==> config.mk <==
export PLATFORM = sky130hd
export DESIGN_NAME = rtcp_report_parser_unit
export DESIGN_NICKNAME = d
export VERILOG_FILES = /design/src/sv/rtcprp_pkg.sv /design/src/sv/rtcp_report_parser_unit.sv /design/src/sv/rtcprp_parser.sv /design/src/sv/rtcprp_out_queue.sv
export SDC_FILE = /design/constraint.sdc
export NUM_CORES = 2
export LEC_CHECK = 0
export BUFFER_PORTS_ARGS = -buffer_cell sky130_fd_sc_hd__clkbuf_2
export CORE_UTILIZATION = 61
export DETAILED_ROUTE_END_ITERATION = 12
export PLACE_DENSITY = 0.8
export RECOVER_POWER = 25
export SYNTH_ARGS = -nofsm -noshare
export SYNTH_HDL_FRONTEND = slang
export SYNTH_SLANG_ARGS = --single-unit
export TNS_END_PERCENT = 5
==> constraint.sdc <==
create_clock -name aclk -period 6.9 [get_ports aclk]
set_input_delay 1.035 -clock aclk [delete_from_list [all_inputs] [get_ports aclk]]
set_output_delay 1.035 -clock aclk [all_outputs]
set_load 0.03 [all_outputs]
==> src/sv/rtcprp_pkg.sv <==
package rtcprp_pkg;

    localparam int unsigned POS_W = 20;
    localparam int unsigned IDX_W = 5;
    localparam int unsigned DECL_W = 19;
    localparam int unsigned STAGE_DEPTH = 5;
    localparam int unsigned STAGE_AW = 3;
    localparam int unsigned TDATA_W = 232;

    localparam logic [POS_W-1:0] POS_MAX = 20'hFFFFF;
    localparam logic [POS_W-1:0] MIN_LEN_SR = 20'd28;
    localparam logic [POS_W-1:0] MIN_LEN_RR = 20'd8;
    localparam logic [POS_W-1:0] POS_LENGTH_LO = 20'd3;
    localparam logic [POS_W-1:0] POS_HEADER_END = 20'd7;
    localparam logic [POS_W-1:0] POS_BLOCKS = 20'd8;
    localparam logic [POS_W-1:0] POS_INFO_END = 20'd27;
    localparam logic [IDX_W-1:0] IDX_BLOCK_END = 5'd23;

    localparam logic [1:0] RTCP_VERSION = 2'd2;
    localparam logic [7:0] PT_SR = 8'd200;
    localparam logic [7:0] PT_RR = 8'd201;
    localparam logic [23:0] LOST_MASK = 24'hFFFFFF;

    typedef enum logic [1:0] {
        KIND_HEADER = 2'd0,
        KIND_SENDER_INFO = 2'd1,
        KIND_REPORT_BLOCK = 2'd2,
        KIND_STATUS = 2'd3
    } kind_t;

    typedef enum logic [2:0] {
        ST_OK = 3'd0,
        ST_TOO_SHORT = 3'd1,
        ST_BAD_VERSION = 3'd2,
        ST_WRONG_TYPE = 3'd3,
        ST_UNDER_LENGTH = 3'd4
    } status_t;

    typedef struct packed {
        kind_t       kind;
        status_t     status;
        logic        last_record;
        logic [31:0] source_id;
        logic [31:0] word_a;
        logic [31:0] word_b;
        logic [31:0] word_c;
        logic [31:0] word_d;
        logic [31:0] word_e;
        logic [7:0]  fraction_lost;
        logic [23:0] lost_count;
    } record_t;

    typedef struct packed {
        logic push_data;
        logic push_status;
    } push_t;

    localparam record_t RECORD_ZERO = '{
        kind: KIND_HEADER, status: ST_OK, last_record: 1'b0,
        source_id: 32'd0, word_a: 32'd0, word_b: 32'd0, word_c: 32'd0,
        word_d: 32'd0, word_e: 32'd0, fraction_lost: 8'd0, lost_count: 24'd0
    };

endpackage

==> src/sv/rtcp_report_parser_unit.sv <==
// RTCP sender and receiver report parser.
// Packet bytes arrive in network order on the s_ stream, one byte per request,
// with s_tlast on the final byte of the packet. Parsed records leave on the
// m_ stream: m_tuser carries the record kind and m_tlast marks the final
// status record of each packet.
// The expected packet type is set through cfg_wr_en and cfg_wr_data while the
// block is idle: 0 selects sender reports, 1 selects receiver reports.
// Each accepted byte is parsed in the cycle it is taken; any record it
// completes is stored in the output queue at the end of that cycle.
// A byte can be accepted in every cycle while the queue has room.
// Records wait in a four-entry output queue. The block takes a byte only while
// the queue has room for two records, since the last byte of a packet can
// complete a report block and the status record together. When the receiver
// stalls, the queue fills and s_tready falls until records are taken.
// Reset clears the parser, the queue and the type selection, which returns to
// sender reports.
module rtcp_report_parser_unit (
    input  logic                           aclk,
    input  logic                           aresetn,
    input  logic                           cfg_wr_en,
    input  logic                           cfg_wr_data,
    input  logic                           s_tvalid,
    output logic                           s_tready,
    // data_byte [7:0]
    input  logic [7:0]                     s_tdata,
    input  logic                           s_tlast,
    output logic                           m_tvalid,
    input  logic                           m_tready,
    // status [2:0], source_id [34:3], word_a [66:35], word_b [98:67],
    // word_c [130:99], word_d [162:131], word_e [194:163],
    // fraction_lost [202:195], lost_count [226:203], zero [231:227]
    output logic [rtcprp_pkg::TDATA_W-1:0] m_tdata,
    // record_kind [1:0]
    output logic [1:0]                     m_tuser,
    output logic                           m_tlast
);

    logic                s_accept;
    rtcprp_pkg::push_t   push;
    rtcprp_pkg::record_t rec_data;
    rtcprp_pkg::record_t rec_status;
    rtcprp_pkg::record_t out_rec;
    logic                room;

    assign s_tready = room;
    assign s_accept = s_tvalid && room;

    rtcprp_parser u_parser (
        .aclk        (aclk),
        .aresetn     (aresetn),
        .cfg_wr_en   (cfg_wr_en),
        .cfg_wr_data (cfg_wr_data),
        .in_valid    (s_accept),
        .in_byte     (s_tdata),
        .in_last     (s_tlast),
        .push        (push),
        .rec_data    (rec_data),
        .rec_status  (rec_status)
    );

    rtcprp_out_queue u_out_queue (
        .aclk       (aclk),
        .aresetn    (aresetn),
        .push       (push),
        .rec_data   (rec_data),
        .rec_status (rec_status),
        .room       (room),
        .out_valid  (m_tvalid),
        .out_ready  (m_tready),
        .out_rec    (out_rec)
    );

    assign m_tuser = out_rec.kind;
    assign m_tlast = out_rec.last_record;
    assign m_tdata = {5'd0, out_rec.lost_count, out_rec.fraction_lost, out_rec.word_e,
                      out_rec.word_d, out_rec.word_c, out_rec.word_b, out_rec.word_a,
                      out_rec.source_id, out_rec.status};

endmodule

==> src/sv/rtcprp_parser.sv <==
module rtcprp_parser (
    input  logic                     aclk,
    input  logic                     aresetn,
    input  logic                     cfg_wr_en,
    input  logic                     cfg_wr_data,
    input  logic                     in_valid,
    input  logic [7:0]               in_byte,
    input  logic                     in_last,
    output rtcprp_pkg::push_t        push,
    output rtcprp_pkg::record_t      rec_data,
    output rtcprp_pkg::record_t      rec_status
);

    logic                            rr_reg;
    logic [rtcprp_pkg::POS_W-1:0]    pos_reg, pos_next, pos_inc;
    logic [rtcprp_pkg::IDX_W-1:0]    idx_reg, idx_next, idx_upd;
    logic [31:0]                     shift_reg, shift_next;
    logic [5:0]                      hdr_reg, hdr_next, hdr_upd;
    logic [rtcprp_pkg::DECL_W-1:0]   decl_reg, decl_next, decl_upd;
    rtcprp_pkg::status_t             err_reg, err_next, err_upd;
    logic [31:0]                     staged_reg [rtcprp_pkg::STAGE_DEPTH];
    logic [31:0]                     staged_rd [rtcprp_pkg::STAGE_DEPTH];
    logic                            st_we;
    logic [rtcprp_pkg::STAGE_AW-1:0] st_addr;
    logic [16:0]                     len_p1;
    logic                            info;
    logic                            emit;
    logic [rtcprp_pkg::POS_W-1:0]    min_len;
    rtcprp_pkg::status_t             final_status;

    assign shift_next = {shift_reg[23:0], in_byte};
    assign pos_inc = (pos_reg == rtcprp_pkg::POS_MAX) ? pos_reg : pos_reg + 1'b1;
    assign len_p1 = {1'b0, shift_next[15:0]} + 17'd1;
    assign info = !rr_reg && (pos_reg < rtcprp_pkg::MIN_LEN_SR);
    assign st_we = (pos_reg >= rtcprp_pkg::POS_BLOCKS) && (idx_reg[1:0] == 2'b11)
                   && (idx_reg[4:2] < 3'(rtcprp_pkg::STAGE_DEPTH));
    assign st_addr = idx_reg[4:2];
    assign min_len = rr_reg ? rtcprp_pkg::MIN_LEN_RR : rtcprp_pkg::MIN_LEN_SR;

    always_comb begin
        for (int k = 0; k < rtcprp_pkg::STAGE_DEPTH; k++) begin
            staged_rd[k] = (st_we && (st_addr == 3'(k))) ? shift_next : staged_reg[k];
        end
    end

    always_comb begin
        idx_upd = idx_reg;
        hdr_upd = hdr_reg;
        decl_upd = decl_reg;
        err_upd = err_reg;
        emit = 1'b0;
        rec_data = rtcprp_pkg::RECORD_ZERO;
        if (pos_reg == '0) begin
            hdr_upd = in_byte[5:0];
            if (in_byte[7:6] != rtcprp_pkg::RTCP_VERSION) begin
                err_upd = rtcprp_pkg::ST_BAD_VERSION;
            end
        end else if (pos_reg == 20'd1) begin
            if (err_reg == rtcprp_pkg::ST_OK
                && in_byte != (rr_reg ? rtcprp_pkg::PT_RR : rtcprp_pkg::PT_SR)) begin
                err_upd = rtcprp_pkg::ST_WRONG_TYPE;
            end
        end else if (pos_reg == rtcprp_pkg::POS_LENGTH_LO) begin
            decl_upd = {len_p1, 2'b00};
        end else if (pos_reg == rtcprp_pkg::POS_HEADER_END) begin
            idx_upd = '0;
            emit = (err_reg == rtcprp_pkg::ST_OK);
            rec_data.kind = rtcprp_pkg::KIND_HEADER;
            rec_data.source_id = shift_next;
            rec_data.word_a = {13'd0, decl_reg};
            rec_data.word_b = {27'd0, hdr_reg[4:0]};
            rec_data.word_c = {31'd0, hdr_reg[5]};
        end else if (pos_reg >= rtcprp_pkg::POS_BLOCKS) begin
            if (info && pos_reg == rtcprp_pkg::POS_INFO_END) begin
                idx_upd = '0;
                emit = (err_reg == rtcprp_pkg::ST_OK);
                rec_data.kind = rtcprp_pkg::KIND_SENDER_INFO;
                rec_data.word_a = staged_rd[0];
                rec_data.word_b = staged_rd[1];
                rec_data.word_c = staged_rd[2];
                rec_data.word_d = staged_rd[3];
                rec_data.word_e = staged_rd[4];
            end else if (!info && idx_reg >= rtcprp_pkg::IDX_BLOCK_END) begin
                idx_upd = '0;
                emit = (err_reg == rtcprp_pkg::ST_OK);
                rec_data.kind = rtcprp_pkg::KIND_REPORT_BLOCK;
                rec_data.source_id = staged_rd[0];
                rec_data.word_a = staged_rd[2];
                rec_data.word_b = staged_rd[3];
                rec_data.word_c = staged_rd[4];
                rec_data.word_d = shift_next;
                rec_data.fraction_lost = staged_rd[1][31:24];
                rec_data.lost_count = staged_rd[1][23:0] & rtcprp_pkg::LOST_MASK;
            end else begin
                idx_upd = idx_reg + 1'b1;
            end
        end
    end

    always_comb begin
        if (pos_inc < min_len) begin
            final_status = rtcprp_pkg::ST_TOO_SHORT;
        end else if (err_upd == rtcprp_pkg::ST_BAD_VERSION) begin
            final_status = rtcprp_pkg::ST_BAD_VERSION;
        end else if (err_upd == rtcprp_pkg::ST_WRONG_TYPE) begin
            final_status = rtcprp_pkg::ST_WRONG_TYPE;
        end else if (pos_inc < {1'b0, decl_upd}) begin
            final_status = rtcprp_pkg::ST_UNDER_LENGTH;
        end else begin
            final_status = rtcprp_pkg::ST_OK;
        end
        rec_status = rtcprp_pkg::RECORD_ZERO;
        rec_status.kind = rtcprp_pkg::KIND_STATUS;
        rec_status.status = final_status;
        rec_status.last_record = 1'b1;
    end

    always_comb begin
        push.push_data = in_valid && emit;
        push.push_status = in_valid && in_last;
        if (in_last) begin
            pos_next = '0;
            idx_next = '0;
            hdr_next = '0;
            decl_next = '0;
            err_next = rtcprp_pkg::ST_OK;
        end else begin
            pos_next = pos_inc;
            idx_next = idx_upd;
            hdr_next = hdr_upd;
            decl_next = decl_upd;
            err_next = err_upd;
        end
    end

    always_ff @(posedge aclk) begin
        if (!aresetn) begin
            rr_reg <= 1'b0;
            pos_reg <= '0;
            idx_reg <= '0;
            shift_reg <= '0;
            hdr_reg <= '0;
            decl_reg <= '0;
            err_reg <= rtcprp_pkg::ST_OK;
        end else begin
            if (cfg_wr_en) begin
                rr_reg <= cfg_wr_data;
            end
            if (in_valid) begin
                pos_reg <= pos_next;
                idx_reg <= idx_next;
                shift_reg <= in_last ? 32'd0 : shift_next;
                hdr_reg <= hdr_next;
                decl_reg <= decl_next;
                err_reg <= err_next;
            end
        end
    end

    always_ff @(posedge aclk) begin
        if (in_valid && st_we) begin
            staged_reg[st_addr] <= shift_next;
        end
    end

endmodule

==> src/sv/rtcprp_out_queue.sv <==
module rtcprp_out_queue (
    input  logic                aclk,
    input  logic                aresetn,
    input  rtcprp_pkg::push_t   push,
    input  rtcprp_pkg::record_t rec_data,
    input  rtcprp_pkg::record_t rec_status,
    output logic                room,
    output logic                out_valid,
    input  logic                out_ready,
    output rtcprp_pkg::record_t out_rec
);

    rtcprp_pkg::record_t mem_reg [4];
    logic [1:0]          wr_ptr_reg, wr_ptr_next;
    logic [1:0]          rd_ptr_reg, rd_ptr_next;
    logic [2:0]          count_reg, count_next;
    logic                pop;
    logic [2:0]          n_push;

    assign out_valid = (count_reg != 3'd0);
    assign out_rec = mem_reg[rd_ptr_reg];
    assign room = (count_reg <= 3'd2);
    assign pop = out_valid && out_ready;
    assign n_push = {2'd0, push.push_data} + {2'd0, push.push_status};
    assign wr_ptr_next = wr_ptr_reg + n_push[1:0];
    assign rd_ptr_next = rd_ptr_reg + {1'b0, pop};
    assign count_next = count_reg + n_push - {2'd0, pop};

    always_ff @(posedge aclk) begin
        if (!aresetn) begin
            wr_ptr_reg <= '0;
            rd_ptr_reg <= '0;
            count_reg <= '0;
        end else begin
            wr_ptr_reg <= wr_ptr_next;
            rd_ptr_reg <= rd_ptr_next;
            count_reg <= count_next;
        end
    end

    always_ff @(posedge aclk) begin
        if (push.push_data) begin
            mem_reg[wr_ptr_reg] <= rec_data;
            if (push.push_status) begin
                mem_reg[wr_ptr_reg + 2'd1] <= rec_status;
            end
        end else if (push.push_status) begin
            mem_reg[wr_ptr_reg] <= rec_status;
        end
    end

endmodule

* After elaboration in Yosys (flattened, before gate mapping)
Memory sizes are Yosys's and may differ from the RTL's. A register that Yosys moved wholly into a read port is not among the register bits.
Cells that the tools add are included.
** Storage, ports and cells
- Output and inout bits :: 237
- Bits in registers :: 85
- RAM bits :: 1080
- Word-level logic and storage cells :: 142
- Memories kept :: 2
** Memories
- u_out_queue.mem_reg :: words 4, width 230, read ports 1, clocked after Yosys merged registers in 1, wr ports 2, line rtcprp_out_queue.sv:13 : rtcprp_pkg::record_t mem_reg [4];
- u_parser.staged_reg :: words 5, width 32, read ports 5, clocked after Yosys merged registers in 0, wr ports 1, line rtcprp_parser.sv:21 : logic [31:0] staged_reg [rtcprp_pkg::STAGE_DEPTH];
** Cells by class
- Muxes and demuxes :: 70
- $lt $le $gt $ge :: 7
- Equality and inequality tests :: 17
- Reduce and logical (&&, ||, !) cells :: 26
- Add/subtract/negate cells :: 9
- Bitwise logic cells :: 1
** Operators with widths (number)
- $mux 224 :: 4
- $mux 32 :: 9
- $mux 128 :: 2
- $mux 230 :: 1
- $mux 160 :: 1
- $mux 96 :: 1
- $mux 19 :: 4
- $mux 5 :: 9
- $mux 20 :: 2
- $mux 3 :: 9
- $mux 24 :: 1
- $add 20x1->20 const B :: 1
- $eq 20x1->1 const B :: 1
- $eq 20x2->1 const B :: 1
- $eq 20x20->1 const B :: 1
- $eq 20x3->1 const B :: 1
- $eq 20x5->1 const B :: 1
- $ge 20x4->1 const B :: 1
- $logic_not 20->1 :: 1
- $lt 20x19->1 :: 1
- $lt 20x20->1 :: 1
- $lt 20x5->1 const B :: 1
- $add 16x1->17 const B :: 1
- $mux 1 :: 17
- other kinds (26) :: 58

* Logic depth before layout (Yosys ltp)
- Word-level depth :: 15
- Mapped depth :: 19
- Depth with buffers taken out :: 16

* By module
Synthesis repeated with hierarchy kept, for this count alone.
** Second synthesis, totals
- Cell total of the unflattened synthesis :: 3821
- Area, all modules :: 61345.1 µm²
** By module, submodules not included
- rtcprp_out_queue :: cells an instance 2278, seq. area each 27766.6 µm², area an instance 46276.9 µm², times used 1
- rtcprp_parser :: cells an instance 1536, seq. area each 6366.1 µm², area an instance 15020.7 µm², times used 1
- rtcp_report_parser_unit :: cells an instance 7, seq. area each 0.0 µm², area an instance 47.5 µm², times used 1

* Least setup slack after synthesis
OpenSTA, ideal clock, no wires.
- Path type :: input to register
- Start point :: input s_tvalid
- End point :: memory u_parser.staged_reg[1][0], enable pin
- Buffers on the path :: 2
- Data arrival time :: 4692 ps
- Library setup time :: 501 ps
- Setup slack :: 1707 ps
- Stages :: 4
- Path through :: nand2_1 > clkbuf_1 > clkbuf_1 > nor4_1
** On the way
- Word-level cells in the longest chain between the ends :: 4
** RTL lines
- start: declaration :: line rtcp_report_parser_unit.sv:22 : input logic s_tvalid,
- $logic_and 1x1->1 :: line rtcp_report_parser_unit.sv:46 : assign s_accept = s_tvalid && room;
- $logic_and 1x1->1 :: line rtcprp_parser.sv:161 : if (in_valid && st_we) begin
- $mux 1 :: line rtcprp_parser.sv:161
- $mux 1 (not written as such) :: line rtcprp_parser.sv:162 : staged_reg[st_addr] <= shift_next;
- end: declaration :: line rtcprp_parser.sv:21
Every way passes these cells.

* Final worst setup path
- Start point :: register u_parser.pos_reg[8] (netlist name)
- End point :: memory u_parser.staged_reg[2][6], enable pin
** On the way
- Word-level cells in the longest chain between the ends :: 6
** RTL lines
- start: declaration :: line rtcprp_parser.sv:15 : logic [rtcprp_pkg::POS_W-1:0] pos_reg, pos_next, pos_inc;
- start signal: assignment :: line rtcprp_parser.sv:150 : pos_reg <= pos_next;
- $ge 20x4->1 :: line rtcprp_parser.sv:35 : assign st_we = (pos_reg >= rtcprp_pkg::POS_BLOCKS) && (idx_reg[1:0] == 2'b11)
- $logic_and 1x1->1 :: line rtcprp_parser.sv:35
- $logic_and 1x1->1 :: line rtcprp_parser.sv:36 : && (idx_reg[4:2] < 3'(rtcprp_pkg::STAGE_DEPTH));
- $logic_and 1x1->1 :: line rtcprp_parser.sv:161
- $mux 1 :: line rtcprp_parser.sv:161
- $mux 1 (not written as such) :: line rtcprp_parser.sv:162
Every way passes these cells.

==> impl_metrics.toml <==
[layout]
final_core_util_pct = 68.8
final_cell_mix = "dfxtp_1, a22o_1, nand2_1, clkbuf_2, mux4_2"
final_common_cell = "dfxtp_1"
diodes = 0
syn_to_final_growth_pct = 11.3
drive_gt1_share_pct = 18.5
nets = 4131
largest_reg_flops = 920

[sta]
rsz0062_at_grt = "false"
tns_ns = 0
fin_crit_ns = 5.90
fmax_mhz = 170
tightestPinTransition_ns = 3.77
timing.hold.ws_ns = 0.445
clock_skew_ns = 0.0393
setup_slack_ns = 1.00
fin_crit_sh_pct = 85.5
final_hold_viol_count = 0
setup_viol = 0
slew_viol_final = 306
slew_headroom_pct = -151

[setup_path]
max_stage_delay_ns = 1.82
crit_path_end_kind = "flop"
critPathSlowestCell = "clkbuf_1"
critPathMaxFanout = 33
critical_path_required_ns = 7.20
cp_cell_sequence = "nor4_1 > nand3_1 > nor4_4 > buf_4 > nor4_1 > clkbuf_1 > and2_0 > clkbuf_1"
arrival_ns = 6.20
crit_type = "reg -> reg"
start_kind = "flop"

[global_routing]
grt_max_degree = 115
grt_usage_pct = 36.1
grt_pass1_vias = 34800
grt_pass1_wl_um = 220000
grt-ovfl-total = 0
antenna_found_initial = 1

[clocking]
cts_buffers = 112
post_cts_buffers = 0
hold_buffers = 0
tritoncts = "yes"
clk_path_buf_depth = 3
cts_sinks = 1165
clock_latency_ns = 0.70
htreeDepth = 3
clkSlewWorstSetupHoldPaths_ns = 0.06
ctsResizeCount = 0
root_buffer = "clkbuf_16"

[synth]
synth.cell_area_um2 = 48000
synth_top_area_cell = "dfxtp_1"
synth.distinct_cells = 74
ys_seq_area_share_pct = 52.2
synth_edf_count = 172
synth_top_area_share_pct = 41.4
async_reset_ff_share_pct = 0
avgSynthCellArea_um2 = 11.9
ys.flop_type = "dfxtp_1"
ys_seq_elements = 1165
yosysWarnings = 0
synth_area_leaders = "dfxtp_1, mux4_2, edfxtp_1"
netlist_instances = 4046

[power]
ir_worst_vdd_v = 0.000326
leakagePower_uw = 0.0199
p_per_area_nw_per_um2 = 277

[place]
routabilityCongestion = 0.953
dp_slack_ns = 1.70
place.detailed.hpwl_um = 90000
io_buffers = 246

[drt]
first_pass_iters = 6
viasPerCell = 7.07
drt_wl_total_um = 147000
drtIter0Drc = 5157
num_vias = 36900
ant_nets = 0
remaining_drc_errors = 0
wl_per_cell_um = 28.1

[floorplanning]
coreArea_um2 = 77600
die_x_um = 282
dieArea_um2 = 79800
die_h_um = 282
start_util_pct = 61.8
num_rows = 102
ios = 252

[flow_run]
drv_cap = 8

[outcome]
outcome = "complete, but fails checks"
violations = "capacitance limit, slew limit"

[worst_hold_path]
hold_path_class = "reg -> reg"
-- through the flow --
stage               area [um2]  total power (uW)  std cells
global placement         49700              8570       5008
floorplan                48000              8150       4050
detailed placement       49700              8580       5008
CTS                      53600             14800       5220
global route             53400             15100       5220
finish                   53400             14800       5220
-- worst paths after layout --
check | startpoint | endpoint | slack [ns] | cells past startpoint
worst min register to register | u_out_queue.mem_reg[3][224] | u_out_queue.mem_reg[3][224] | 0.44 | 2
worst min-delay path | u_out_queue.mem_reg[3][224] | u_out_queue.mem_reg[3][224] | 0.44 | 2
worst max register to register | u_parser.pos_reg[8] | u_parser.staged_reg[2][6] | 1.00 | 8
worst max-delay path | u_parser.pos_reg[8] | u_parser.staged_reg[2][6] | 1.00 | 8
-- kinds of logic after synthesis --
| family | after synthesis | synth area share (%) |
|---|---|---|
| AOI/OAI and AO/OA | 1207 | 19.9 |
| other | 1 | 0.00782 |
| buffers and inverters | 445 | 3.88 |
| xor gates and xnor gates | 36 | 0.657 |
| muxes | 409 | 14.6 |
| adders and majority gates | 34 | 0.902 |
| DFF | 1165 | 52.2 |
| and+or+nand+nor | 749 | 7.91 |
-- area by class of cell --
type,count,area (um2)
clock buffer,172,3430
clock inverter,40,415
fill,5454,24200
inverter,26,97.6
multi-input combinational,2440,21200
sequential,1165,25000
tap,1040,1300
timing repair buffer,337,1940
-- report_power, final --
part	total, uW	leakage (uW)	internal (uW)	switching (uW)
clock	6350	0.00190	3630	2720
combinational	1380	0.00843	473	909
sequential	7050	0.00960	6930	124
total	14800	0.0199	11000	3750
-- synthesized netlist by cell type, types with 13 or more instances --
library cell,count
a21boi_0,23
a21oi_1,44
a221o_1,128
a22o_1,576
a22oi_1,54
a32oi_1,13
and2_1,122
and3_1,41
buf_1,27
buf_2,28
buf_6,15
clkbuf_1,337
dfxtp_1,993
edfxtp_1,172
ha_1,33
inv_1,25
mux2i_1,168
mux4_2,230
nand2_1,270
nand3_1,30
nand3b_1,22
nand4_1,16
nor2_1,116
nor2b_1,41
nor3_1,23
nor4_1,15
o21ai_0,220
o22a_1,14
o22ai_1,58
xnor2_1,15
xor2_1,21
-- worst max-delay path, delay by kind of cell (launching register included) --
kind | cells | cell delay [ns]
buffers and inverters | 3 | 2.96
and+or+nand+nor | 5 | 1.96
DFF | 1 | 0.53
-- metal layers --
metal / GRT usage, % / routed length [um] / up-vias
li1: - / - / 15600
met1: 49.3 / 56700 / 18500
met2: 54.9 / 66800 / 2429
met3: 7.95 / 16000 / 369
met4: 16.3 / 7230 / 4
met5: 0 / 23 / -
Power figures use the tool's default switching activity.
